[src/hdl/murmur3_32_hash_macros.svh]
// assertion macros for the murmur3 hash block
`ifndef MURMUR3_32_HASH_MACROS_SVH
`define MURMUR3_32_HASH_MACROS_SVH

// same-cycle implication, checked outside reset
`define MM3_ASSERT_NOW(lbl, clk, rst_n, ante, cons, msg) \
    lbl: assert property (@(posedge clk) disable iff (!rst_n) (ante) |-> (cons)) \
        else $error(msg);

// next-cycle implication, checked outside reset
`define MM3_ASSERT_NEXT(lbl, clk, rst_n, ante, cons, msg) \
    lbl: assert property (@(posedge clk) disable iff (!rst_n) (ante) |=> (cons)) \
        else $error(msg);

`endif

[src/hdl/mm3_pkg.sv]
// shared constants and types for the murmur3 hash block
`timescale 1ns / 1ps

package mm3_pkg;

    localparam logic [31:0] MIX_C1     = 32'hCC9E2D51;
    localparam logic [31:0] MIX_C2     = 32'h1B873593;
    localparam logic [31:0] MIX_ADD    = 32'hE6546B64;
    localparam logic [31:0] FIN_C1     = 32'h85EBCA6B;
    localparam logic [31:0] FIN_C2     = 32'hC2B2AE35;
    localparam logic [31:0] SEED_RESET = 32'h3B9ACA07;

    localparam logic [2:0] FULL_COUNT = 3'd4;
    localparam int QUEUE_DEPTH = 4;

    // one word-mixed item on its way to the state mix
    typedef struct packed {
        logic [31:0] k;
        logic [2:0]  cnt;
        logic        fin;
    } t_work;

    typedef struct packed {
        logic full;
        logic empty;
    } t_q_stat;

endpackage

[src/hdl/mm3_ifs.sv]
// handshake channels of the murmur3 hash block
`timescale 1ns / 1ps

interface mm3_in_if;
    logic        valid;
    logic        ready;
    logic [31:0] word;
    logic [2:0]  byte_count;
    logic        last;
    modport source (output valid, output word, output byte_count, output last, input ready);
    modport sink (input valid, input word, input byte_count, input last, output ready);
endinterface

interface mm3_out_if;
    logic        valid;
    logic        ready;
    logic [31:0] hash;
    modport source (output valid, output hash, input ready);
    modport sink (input valid, input hash, output ready);
endinterface

interface mm3_cfg_if;
    logic        valid;
    logic        ready;
    logic [31:0] data;
    modport source (output valid, output data, input ready);
    modport sink (input valid, input data, output ready);
endinterface

[src/hdl/mm3_front.sv]
// front end: takes items, classifies them and runs the word mix
`timescale 1ns / 1ps

module mm3_front (
    input  logic           i_clk,
    input  logic           i_rst_n,
    mm3_in_if.sink         i_in,
    input  logic           i_q_full,
    output logic           o_push,
    output mm3_pkg::t_work o_work
);

    logic        r_v1;
    logic        r_v2;
    logic [31:0] r_k1;
    logic [31:0] r_k2;
    logic [2:0]  r_cnt1;
    logic [2:0]  r_cnt2;
    logic        r_fin1;
    logic        r_fin2;

    logic        en;
    logic [2:0]  cnt;
    logic        fin;
    logic [31:0] masked;
    logic [31:0] rot;

    assign en = !r_v2 || !i_q_full;
    assign i_in.ready = en;

    always_comb begin
        cnt = (i_in.byte_count > mm3_pkg::FULL_COUNT) ? mm3_pkg::FULL_COUNT
                                                      : i_in.byte_count;
        // a short word always closes the message
        fin = i_in.last || (cnt != mm3_pkg::FULL_COUNT);
        case (cnt)
            3'd0:    masked = 32'h0;
            3'd1:    masked = {24'h0, i_in.word[7:0]};
            3'd2:    masked = {16'h0, i_in.word[15:0]};
            3'd3:    masked = {8'h0, i_in.word[23:0]};
            default: masked = i_in.word;
        endcase
        rot = {r_k1[16:0], r_k1[31:17]};
    end

    always_ff @(posedge i_clk) begin
        if (!i_rst_n) begin
            r_v1 <= 1'b0;
            r_v2 <= 1'b0;
        end else if (en) begin
            r_v1 <= i_in.valid;
            r_v2 <= r_v1;
        end
    end

    always_ff @(posedge i_clk) begin
        if (en) begin
            r_k1   <= masked * mm3_pkg::MIX_C1;
            r_cnt1 <= cnt;
            r_fin1 <= fin;
            r_k2   <= rot * mm3_pkg::MIX_C2;
            r_cnt2 <= r_cnt1;
            r_fin2 <= r_fin1;
        end
    end

    assign o_push     = r_v2 && !i_q_full;
    assign o_work.k   = r_k2;
    assign o_work.cnt = r_cnt2;
    assign o_work.fin = r_fin2;

endmodule

[src/hdl/mm3_queue.sv]
// short queue between the word mix and the state mix
`timescale 1ns / 1ps

module mm3_queue #(
    parameter int DEPTH = mm3_pkg::QUEUE_DEPTH
) (
    input  logic                       i_clk,
    input  logic                       i_rst_n,
    input  logic                       i_push,
    input  mm3_pkg::t_work             i_work,
    input  logic                       i_pop,
    output mm3_pkg::t_work             o_work,
    output mm3_pkg::t_q_stat           o_stat,
    output logic [$clog2(DEPTH+1)-1:0] o_count
);

    localparam int AW = (DEPTH > 1) ? $clog2(DEPTH) : 1;
    localparam int CW = $clog2(DEPTH + 1);

    mm3_pkg::t_work r_mem [DEPTH];
    logic [AW-1:0]  r_wr_ptr;
    logic [AW-1:0]  r_rd_ptr;
    logic [CW-1:0]  r_count;

    always_ff @(posedge i_clk) begin
        if (i_push) begin
            r_mem[r_wr_ptr] <= i_work;
        end
    end

    always_ff @(posedge i_clk) begin
        if (!i_rst_n) begin
            r_wr_ptr <= '0;
            r_rd_ptr <= '0;
            r_count  <= '0;
        end else begin
            if (i_push) begin
                r_wr_ptr <= (r_wr_ptr == AW'(DEPTH - 1)) ? '0 : r_wr_ptr + 1'b1;
            end
            if (i_pop) begin
                r_rd_ptr <= (r_rd_ptr == AW'(DEPTH - 1)) ? '0 : r_rd_ptr + 1'b1;
            end
            if (i_push && !i_pop) begin
                r_count <= r_count + 1'b1;
            end else if (!i_push && i_pop) begin
                r_count <= r_count - 1'b1;
            end
        end
    end

    assign o_work       = r_mem[r_rd_ptr];
    assign o_stat.full  = (r_count == CW'(DEPTH));
    assign o_stat.empty = (r_count == '0);
    assign o_count      = r_count;

endmodule

[src/hdl/mm3_back.sv]
// back end: state mix, length count and final avalanche
`timescale 1ns / 1ps

module mm3_back (
    input  logic             i_clk,
    input  logic             i_rst_n,
    input  logic [31:0]      i_seed,
    input  mm3_pkg::t_work   i_work,
    input  mm3_pkg::t_q_stat i_stat,
    output logic             o_pop,
    mm3_out_if.source        o_out
);

    logic        r_open;
    logic [31:0] r_hash;
    logic [31:0] r_len;
    logic        r_v0;
    logic        r_v1;
    logic        r_v2;
    logic        r_ov;
    logic [31:0] r_f0;
    logic [31:0] r_m1;
    logic [31:0] r_m2;
    logic [31:0] r_out;

    logic        en;
    logic [31:0] h0;
    logic [31:0] len1;
    logic [31:0] x;
    logic [31:0] rot;
    logic [31:0] h1;
    logic [31:0] a;
    logic [31:0] b;

    assign en    = !r_ov || o_out.ready;
    assign o_pop = !i_stat.empty && en;

    always_comb begin
        h0   = r_open ? r_hash : i_seed;
        len1 = (r_open ? r_len : 32'h0) + {29'h0, i_work.cnt};
        x    = h0 ^ i_work.k;
        rot  = {x[18:0], x[31:19]};
        // tail bytes only xor in, a full word runs the whole state mix
        h1   = (i_work.cnt == mm3_pkg::FULL_COUNT)
             ? ({rot[29:0], 2'b00} + rot + mm3_pkg::MIX_ADD) : x;
        a    = r_f0 ^ {16'h0, r_f0[31:16]};
        b    = r_m1 ^ {13'h0, r_m1[31:13]};
    end

    always_ff @(posedge i_clk) begin
        if (!i_rst_n) begin
            r_open <= 1'b0;
            r_v0   <= 1'b0;
            r_v1   <= 1'b0;
            r_v2   <= 1'b0;
            r_ov   <= 1'b0;
        end else begin
            if (o_pop) begin
                r_open <= !i_work.fin;
            end
            if (en) begin
                r_v0 <= o_pop && i_work.fin;
                r_v1 <= r_v0;
                r_v2 <= r_v1;
                r_ov <= r_v2;
            end
        end
    end

    always_ff @(posedge i_clk) begin
        if (o_pop) begin
            r_hash <= h1;
            r_len  <= len1;
        end
        if (en) begin
            r_f0  <= h1 ^ len1;
            r_m1  <= a * mm3_pkg::FIN_C1;
            r_m2  <= b * mm3_pkg::FIN_C2;
            r_out <= r_m2 ^ {16'h0, r_m2[31:16]};
        end
    end

    assign o_out.valid = r_ov;
    assign o_out.hash  = r_out;

endmodule

[src/hdl/murmur3_32_hash.sv]
// MurmurHash3 x86_32 streaming hash, top level
//
// i_in carries one message word per item: word (first byte in bits 7:0),
// byte_count (0 to 4, higher counts count as 4) and last. A word with
// fewer than four bytes, or with last set, closes the message. One hash
// per message leaves on o_out. i_cfg writes the seed, which is taken when
// the first item of the next message reaches the state mix; it is always
// ready and should be written only while the block is idle.
// Throughput: one item per cycle. The front runs the word mix in two
// multiply stages, a small queue follows, and the back folds one item per
// cycle into the running state and finalizes through two more multiply
// stages. When o_out stalls, the back holds and the queue fills;
// i_in.ready drops once the queue is full and the second front stage
// holds an item. Reset empties all stages, closes any open message and
// sets the seed to 0x3B9ACA07.
`timescale 1ns / 1ps
`include "murmur3_32_hash_macros.svh"

module murmur3_32_hash #(
    parameter int QUEUE_DEPTH = mm3_pkg::QUEUE_DEPTH
) (
    input  logic       i_clk,
    input  logic       i_rst_n,
    mm3_in_if.sink     i_in,
    mm3_cfg_if.sink    i_cfg,
    mm3_out_if.source  o_out
);

    localparam int CW = $clog2(QUEUE_DEPTH + 1);

    logic [31:0]      r_seed;
    logic             q_push;
    logic             q_pop;
    mm3_pkg::t_work   push_work;
    mm3_pkg::t_work   pop_work;
    mm3_pkg::t_q_stat q_stat;
    logic [CW-1:0]    q_count;

    assign i_cfg.ready = 1'b1;

    always_ff @(posedge i_clk) begin
        if (!i_rst_n) begin
            r_seed <= mm3_pkg::SEED_RESET;
        end else if (i_cfg.valid) begin
            r_seed <= i_cfg.data;
        end
    end

    mm3_front u_front (
        .i_clk    (i_clk),
        .i_rst_n  (i_rst_n),
        .i_in     (i_in),
        .i_q_full (q_stat.full),
        .o_push   (q_push),
        .o_work   (push_work)
    );

    mm3_queue #(
        .DEPTH (QUEUE_DEPTH)
    ) u_queue (
        .i_clk   (i_clk),
        .i_rst_n (i_rst_n),
        .i_push  (q_push),
        .i_work  (push_work),
        .i_pop   (q_pop),
        .o_work  (pop_work),
        .o_stat  (q_stat),
        .o_count (q_count)
    );

    mm3_back u_back (
        .i_clk   (i_clk),
        .i_rst_n (i_rst_n),
        .i_seed  (r_seed),
        .i_work  (pop_work),
        .i_stat  (q_stat),
        .o_pop   (q_pop),
        .o_out   (o_out)
    );

    `MM3_ASSERT_NOW(a_pop_nonempty, i_clk, i_rst_n, q_pop, q_count != '0, "pop from empty queue")
    `MM3_ASSERT_NOW(a_stall_full, i_clk, i_rst_n, !i_in.ready, q_stat.full, "input stalled with queue room")
    `MM3_ASSERT_NEXT(a_count_up, i_clk, i_rst_n, q_push && !q_pop, q_count == CW'($past(q_count) + 1'b1), "queue count missed a push")

endmodule
[src/flat_wrapper.sv]
// flat-port wrapper written by rule: the top's interface ports become plain ports
module murmur3_32_hash_flat 
#(
    parameter int QUEUE_DEPTH = mm3_pkg::QUEUE_DEPTH
)
  (i_clk, i_rst_n, i_in_valid, i_in_word, i_in_byte_count, i_in_last, i_in_ready, i_cfg_valid, i_cfg_data, i_cfg_ready, o_out_valid, o_out_hash, o_out_ready);
  mm3_in_if i_in_i ();
  mm3_cfg_if i_cfg_i ();
  mm3_out_if o_out_i ();
  input  logic i_clk;
  input  logic i_rst_n;
  input wire logic [$bits(i_in_i.valid)-1:0] i_in_valid;
  input wire logic [$bits(i_in_i.word)-1:0] i_in_word;
  input wire logic [$bits(i_in_i.byte_count)-1:0] i_in_byte_count;
  input wire logic [$bits(i_in_i.last)-1:0] i_in_last;
  output wire logic [$bits(i_in_i.ready)-1:0] i_in_ready;
  input wire logic [$bits(i_cfg_i.valid)-1:0] i_cfg_valid;
  input wire logic [$bits(i_cfg_i.data)-1:0] i_cfg_data;
  output wire logic [$bits(i_cfg_i.ready)-1:0] i_cfg_ready;
  output wire logic [$bits(o_out_i.valid)-1:0] o_out_valid;
  output wire logic [$bits(o_out_i.hash)-1:0] o_out_hash;
  input wire logic [$bits(o_out_i.ready)-1:0] o_out_ready;
  assign i_in_i.valid = i_in_valid;
  assign i_in_i.word = i_in_word;
  assign i_in_i.byte_count = i_in_byte_count;
  assign i_in_i.last = i_in_last;
  assign i_in_ready = i_in_i.ready;
  assign i_cfg_i.valid = i_cfg_valid;
  assign i_cfg_i.data = i_cfg_data;
  assign i_cfg_ready = i_cfg_i.ready;
  assign o_out_valid = o_out_i.valid;
  assign o_out_hash = o_out_i.hash;
  assign o_out_i.ready = o_out_ready;
  murmur3_32_hash #(.QUEUE_DEPTH(QUEUE_DEPTH)) u_core (.i_clk(i_clk), .i_rst_n(i_rst_n), .i_in(i_in_i), .i_cfg(i_cfg_i), .o_out(o_out_i));
endmodule
[config.mk]
export PLATFORM = sky130hd
export DESIGN_NAME = murmur3_32_hash_flat
export DESIGN_NICKNAME = d
export VERILOG_FILES = /design/src/hdl/mm3_pkg.sv /design/src/hdl/mm3_ifs.sv /design/src/hdl/mm3_front.sv /design/src/hdl/mm3_queue.sv /design/src/hdl/mm3_back.sv /design/src/hdl/murmur3_32_hash.sv /design/src/flat_wrapper.sv
export VERILOG_INCLUDE_DIRS = /design/src /design/src/hdl
export SDC_FILE = /design/constraint.sdc
export NUM_CORES = 2
export LEC_CHECK = 0
export ABC_AREA = 1
export ABC_CLOCK_PERIOD_IN_PS = 19720
export CORE_ASPECT_RATIO = 1.2
export CORE_UTILIZATION = 60
export CTS_BUF_LIST = sky130_fd_sc_hd__clkbuf_8
export CTS_CLUSTER_SIZE = 30
export DETAILED_ROUTE_END_ITERATION = 16
export DONT_BUFFER_PORTS = 1
export PLACE_DENSITY_LB_ADDON = 0.08
export SYNTH_ARGS = -nofsm -noshare
export SYNTH_HDL_FRONTEND = slang
export SYNTH_SLANG_ARGS = --single-unit
[constraint.sdc]
create_clock -name i_clk -period 19.72 [get_ports i_clk]
set_input_delay 1.972 -clock i_clk [delete_from_list [all_inputs] [get_ports i_clk]]
set_output_delay 1.972 -clock i_clk [all_outputs]
set_load 0.005 [all_outputs]
==> flow_summary.ini <==
[run_status]
status = finished, final reports clean

[synth]
synth_compound_area_frac = 0.04621
synth_mux_area_frac = 0.005276
syn_area_mm2 = 0.05573
async_flop_share = 0
ys.flop_type = edfxtp_1
avgSynthCellArea_um2 = 9.608
synth_xor_area_frac = 0.04823
ys_seq_area_frac = 0.2371
synth-warning-count = 0
synth_nets = 7436
ys_ff_latch = 456
synth_cells = 5800
synthAdderAreaFrac = 0.4490
synth-simple-area-share = 0.1073
synth_top_family_by_area = adder cells
yosys.cell_types.count = 57
synth-edff-count = 408

[cts]
clock_sinks = 456
cts_root_buf = clkbuf_8
numCtsBuffers = 78
cts_tree = yes
htree_levels = 3
cts.repair.resized = 0
clk_pin_slew_ns = 0.07
insertion_delay_ns = 0.72
post_cts_buffers = 0
cts_buffer_depth = 3
cts_hold_buf = 0

[routing]
num_vias = 38810
wl_mm = 153.6
ant_nets = 0
wl_per_cell_um = 21.42
drtIter0Drc = 2376
firstDrtPassIters = 5
drc = 0
viasPerCell = 5.413

[place]
port_buffers = 0
dp.cells = 7014
post-dp-hpwl_mm = 131.2
place_congestion = 1.022
place_area_mm2 = 0.05725

[hold_path]
min_path_type = flip-flop to flip-flop
holdPathStages = 0
hp-start = u_core.u_front.r_cnt1[0]

[worst_setup_path]
critPathArrivalTime_ns = 8.86
critPathLaunch = i_in_byte_count[2]
worstPathMaxFanout = 13
end_kind = flip-flop
timing.setup.critical_path_class = input pin to flip-flop
ff2ff_path_depth = 22
cp-start-kind = input pin
r2r-start = u_core.u_back.r_m1[21]
required_ns = 20.17

[die]
die_w_um = 280.2
rows = 122
die_h_um = 335.8
die_area_mm2 = 0.09411
io_pins = 108
core-area_mm2 = 0.09205
start_util = 0.6054

[timing]
relSlewSlack = 0.3268
hold_viol_final = 0
tightest_slew_ns = 1.006
finalSetupViolations = 0
max_freq_ghz = 0.1189
tns_ns = 0
clock_skew_ns = 0.05986
grt_setup_unrepaired = no
post-route-period-util = 0.4264
slew_viol_final = 0
min_period_ns = 8.408

[finish]
stdcell_count = 7170
fin_area_mm2 = 0.05891
area_delta_synth_final_pct = 5.707
fin_nets = 7490
drive_gt1_frac = 0.03262

[run]
maxCapViolCount = 0

[global_routing]
gr-total-overflow = 0
antenna_found_initial = 6
grt_pass1_vias = 39990
grt.total_usage = 0.3350
grt_pass1_wl_mm = 233.6
grt_max_degree = 68
[logic make-up (layout without fill, tap and decap cells)]
kind of cell | count (synthesis) | count (layout)
XOR/XNOR | 306 | 306
AND/OR/NAND/NOR | 1434 | 1434
buffers and inverters | 1564 | 1681
multiplexers | 29 | 29
adder cells (fa/ha/maj) | 1563 | 1563
flip-flops | 456 | 456
other | 1 | 14
AO/OA/AOI/OAI | 447 | 447
[layout make-up]
type / count / area [µm²]
tap: 1240 / 1551
clock inverter: 61 / 494.2
fill: 7850 / 33140
multi-input combinational: 3780 / 36620
sequential: 456 / 13220
clock buffer: 82 / 1129
antenna: 13 / 32.53
inverter: 1514 / 5688
timing repair buffer: 24 / 180.2
[cell usage after synthesis (3+ instances only)]
cell type | n | area share
buf_4 | 12 | 0.0016
o21ai_0 | 141 | 0.013
a221oi_1 | 3 | 0.00047
nand4_1 | 44 | 0.0049
ha_1 | 835 | 0.19
mux2i_1 | 28 | 0.0050
xnor2_1 | 114 | 0.018
o21bai_1 | 30 | 0.0040
inv_2 | 13 | 0.00088
nor4_1 | 8 | 0.00090
a31oi_1 | 11 | 0.0012
dfxtp_1 | 48 | 0.017
a211oi_1 | 4 | 0.00054
clkbuf_1 | 18 | 0.0012
nor3_1 | 31 | 0.0028
or2_2 | 12 | 0.0013
a21o_1 | 12 | 0.0016
edfxtp_1 | 408 | 0.22
xor2_1 | 191 | 0.030
o22ai_1 | 8 | 0.00090
a21oi_1 | 181 | 0.016
nor2_1 | 272 | 0.018
inv_1 | 1501 | 0.10
o211ai_1 | 5 | 0.00067
o21ai_2 | 6 | 0.00094
nand3b_1 | 17 | 0.0023
nand2_1 | 822 | 0.055
buf_2 | 18 | 0.0016
a32o_1 | 11 | 0.0020
o21ai_1 | 7 | 0.00063
fa_1 | 728 | 0.26
a21boi_0 | 10 | 0.0013
a32oi_1 | 5 | 0.00079
o22a_1 | 6 | 0.00094
nand3_1 | 210 | 0.019
[per-layer routing]
metal / global-route usage / wire, µm / vias up
li1: - / - / 18300
met1: 0.4002 / 59480 / 19240
met2: 0.6063 / 80140 / 964
met3: 0.03592 / 6176 / 294
met4: 0.1495 / 7744 / 4
met5: 0 / 26 / -
[through the flow]
stage | worst slack [ns] | hold slack, ns | util
global placement | 10.74 | 0.4098 | 0.6220
global route | 10.92 | 0.4505 | 0.6400
finish | 11.31 | 0.4329 | 0.6400
floorplan | 11.61 | 0.4003 | -
detailed placement | 10.63 | 0.4144 | 0.6220
CTS | 11.40 | 0.4369 | 0.6396
[path summary, 6_finish.rpt]
| kind | to | slack, ns |
|---|---|---|
| worst max-delay path | u_core.u_front.r_k1[23] | 11.31 |
| worst min-delay path | u_core.u_front.r_cnt2[0] | 0.43 |
| worst max register to register | u_core.u_back.r_m2[31] | 12.00 |
| worst min register to register | u_core.u_front.r_cnt2[0] | 0.43 |
[layout by cell type (no fill, tap or decap), types with 5 or more instances in the layout]
cell type / synthesis / routed
a21boi_0: 10 / 10
a21o_1: 12 / 12
a21oi_1: 181 / 180
a31oi_1: 11 / 11
a32o_1: 11 / 11
a32oi_1: 5 / 5
buf_4: 12 / 24
bufinv_16: 0 / 6
clkbuf_8: 0 / 82
clkinv_1: 0 / 15
clkinv_2: 0 / 15
dfxtp_1: 48 / 46
diode_2: 0 / 13
edfxtp_1: 408 / 408
fa_1: 728 / 728
ha_1: 835 / 835
inv_1: 1501 / 1513
inv_2: 13 / 13
mux2i_1: 28 / 28
nand2_1: 822 / 822
nand3_1: 210 / 209
nand3b_1: 17 / 17
nand4_1: 44 / 44
nor2_1: 272 / 268
nor3_1: 31 / 31
nor4_1: 8 / 8
o211ai_1: 5 / 5
o21ai_0: 141 / 141
o21ai_1: 7 / 7
o21ai_2: 6 / 6
o21bai_1: 30 / 30
o22a_1: 6 / 6
o22ai_1: 8 / 8
or2_2: 12 / 12
xnor2_1: 114 / 114
xor2_1: 191 / 191
[registers in the layout, indices dropped and copies added (netlist names), 2 cells and up, named ones only]
| register | count |
|---|---|
| u_core.u_back.o_out.hash | 32 |
| u_core.u_back.r_len | 32 |
| u_core.u_front.r_k2 | 32 |
| u_core.u_queue.o_count | 3 |
| u_core.u_queue.r_mem | 144 |
| u_core.u_front.r_cnt2 | 3 |
| u_core.u_front.r_k1 | 32 |
| u_core.u_back.r_hash | 32 |
| u_core.u_queue.r_wr_ptr | 2 |
| u_core.r_seed | 32 |
| u_core.u_back.r_f0 | 32 |
| u_core.u_queue.r_rd_ptr | 2 |
| u_core.u_back.r_m2 | 32 |
| u_core.u_front.r_cnt1 | 3 |
| u_core.u_back.r_m1 | 32 |
[critical path, cell delays in order]
cell and delay [ns]:
inv_1 0.06, nand2_1 0.18, nor2_1 0.52, inv_1 0.18
nand2_1 0.19, inv_1 0.23, ha_1 0.37, xor2_1 0.20
ha_1 0.20, o21bai_1 0.16, fa_1 0.48, inv_1 0.05
fa_1 0.51, inv_1 0.06, fa_1 0.56, inv_1 0.08
fa_1 0.53, inv_1 0.05, fa_1 0.43, ha_1 0.28
ha_1 0.31, inv_1 0.10, o21bai_1 0.06, nor2_1 0.17
nand3_1 0.14, a21boi_0 0.42, o21ai_0 0.18, xor2_1 0.16
Power is left out: the tool's default activity adds up to more than one toggle a clock period on the data nets, which glitch-free logic cannot reach.
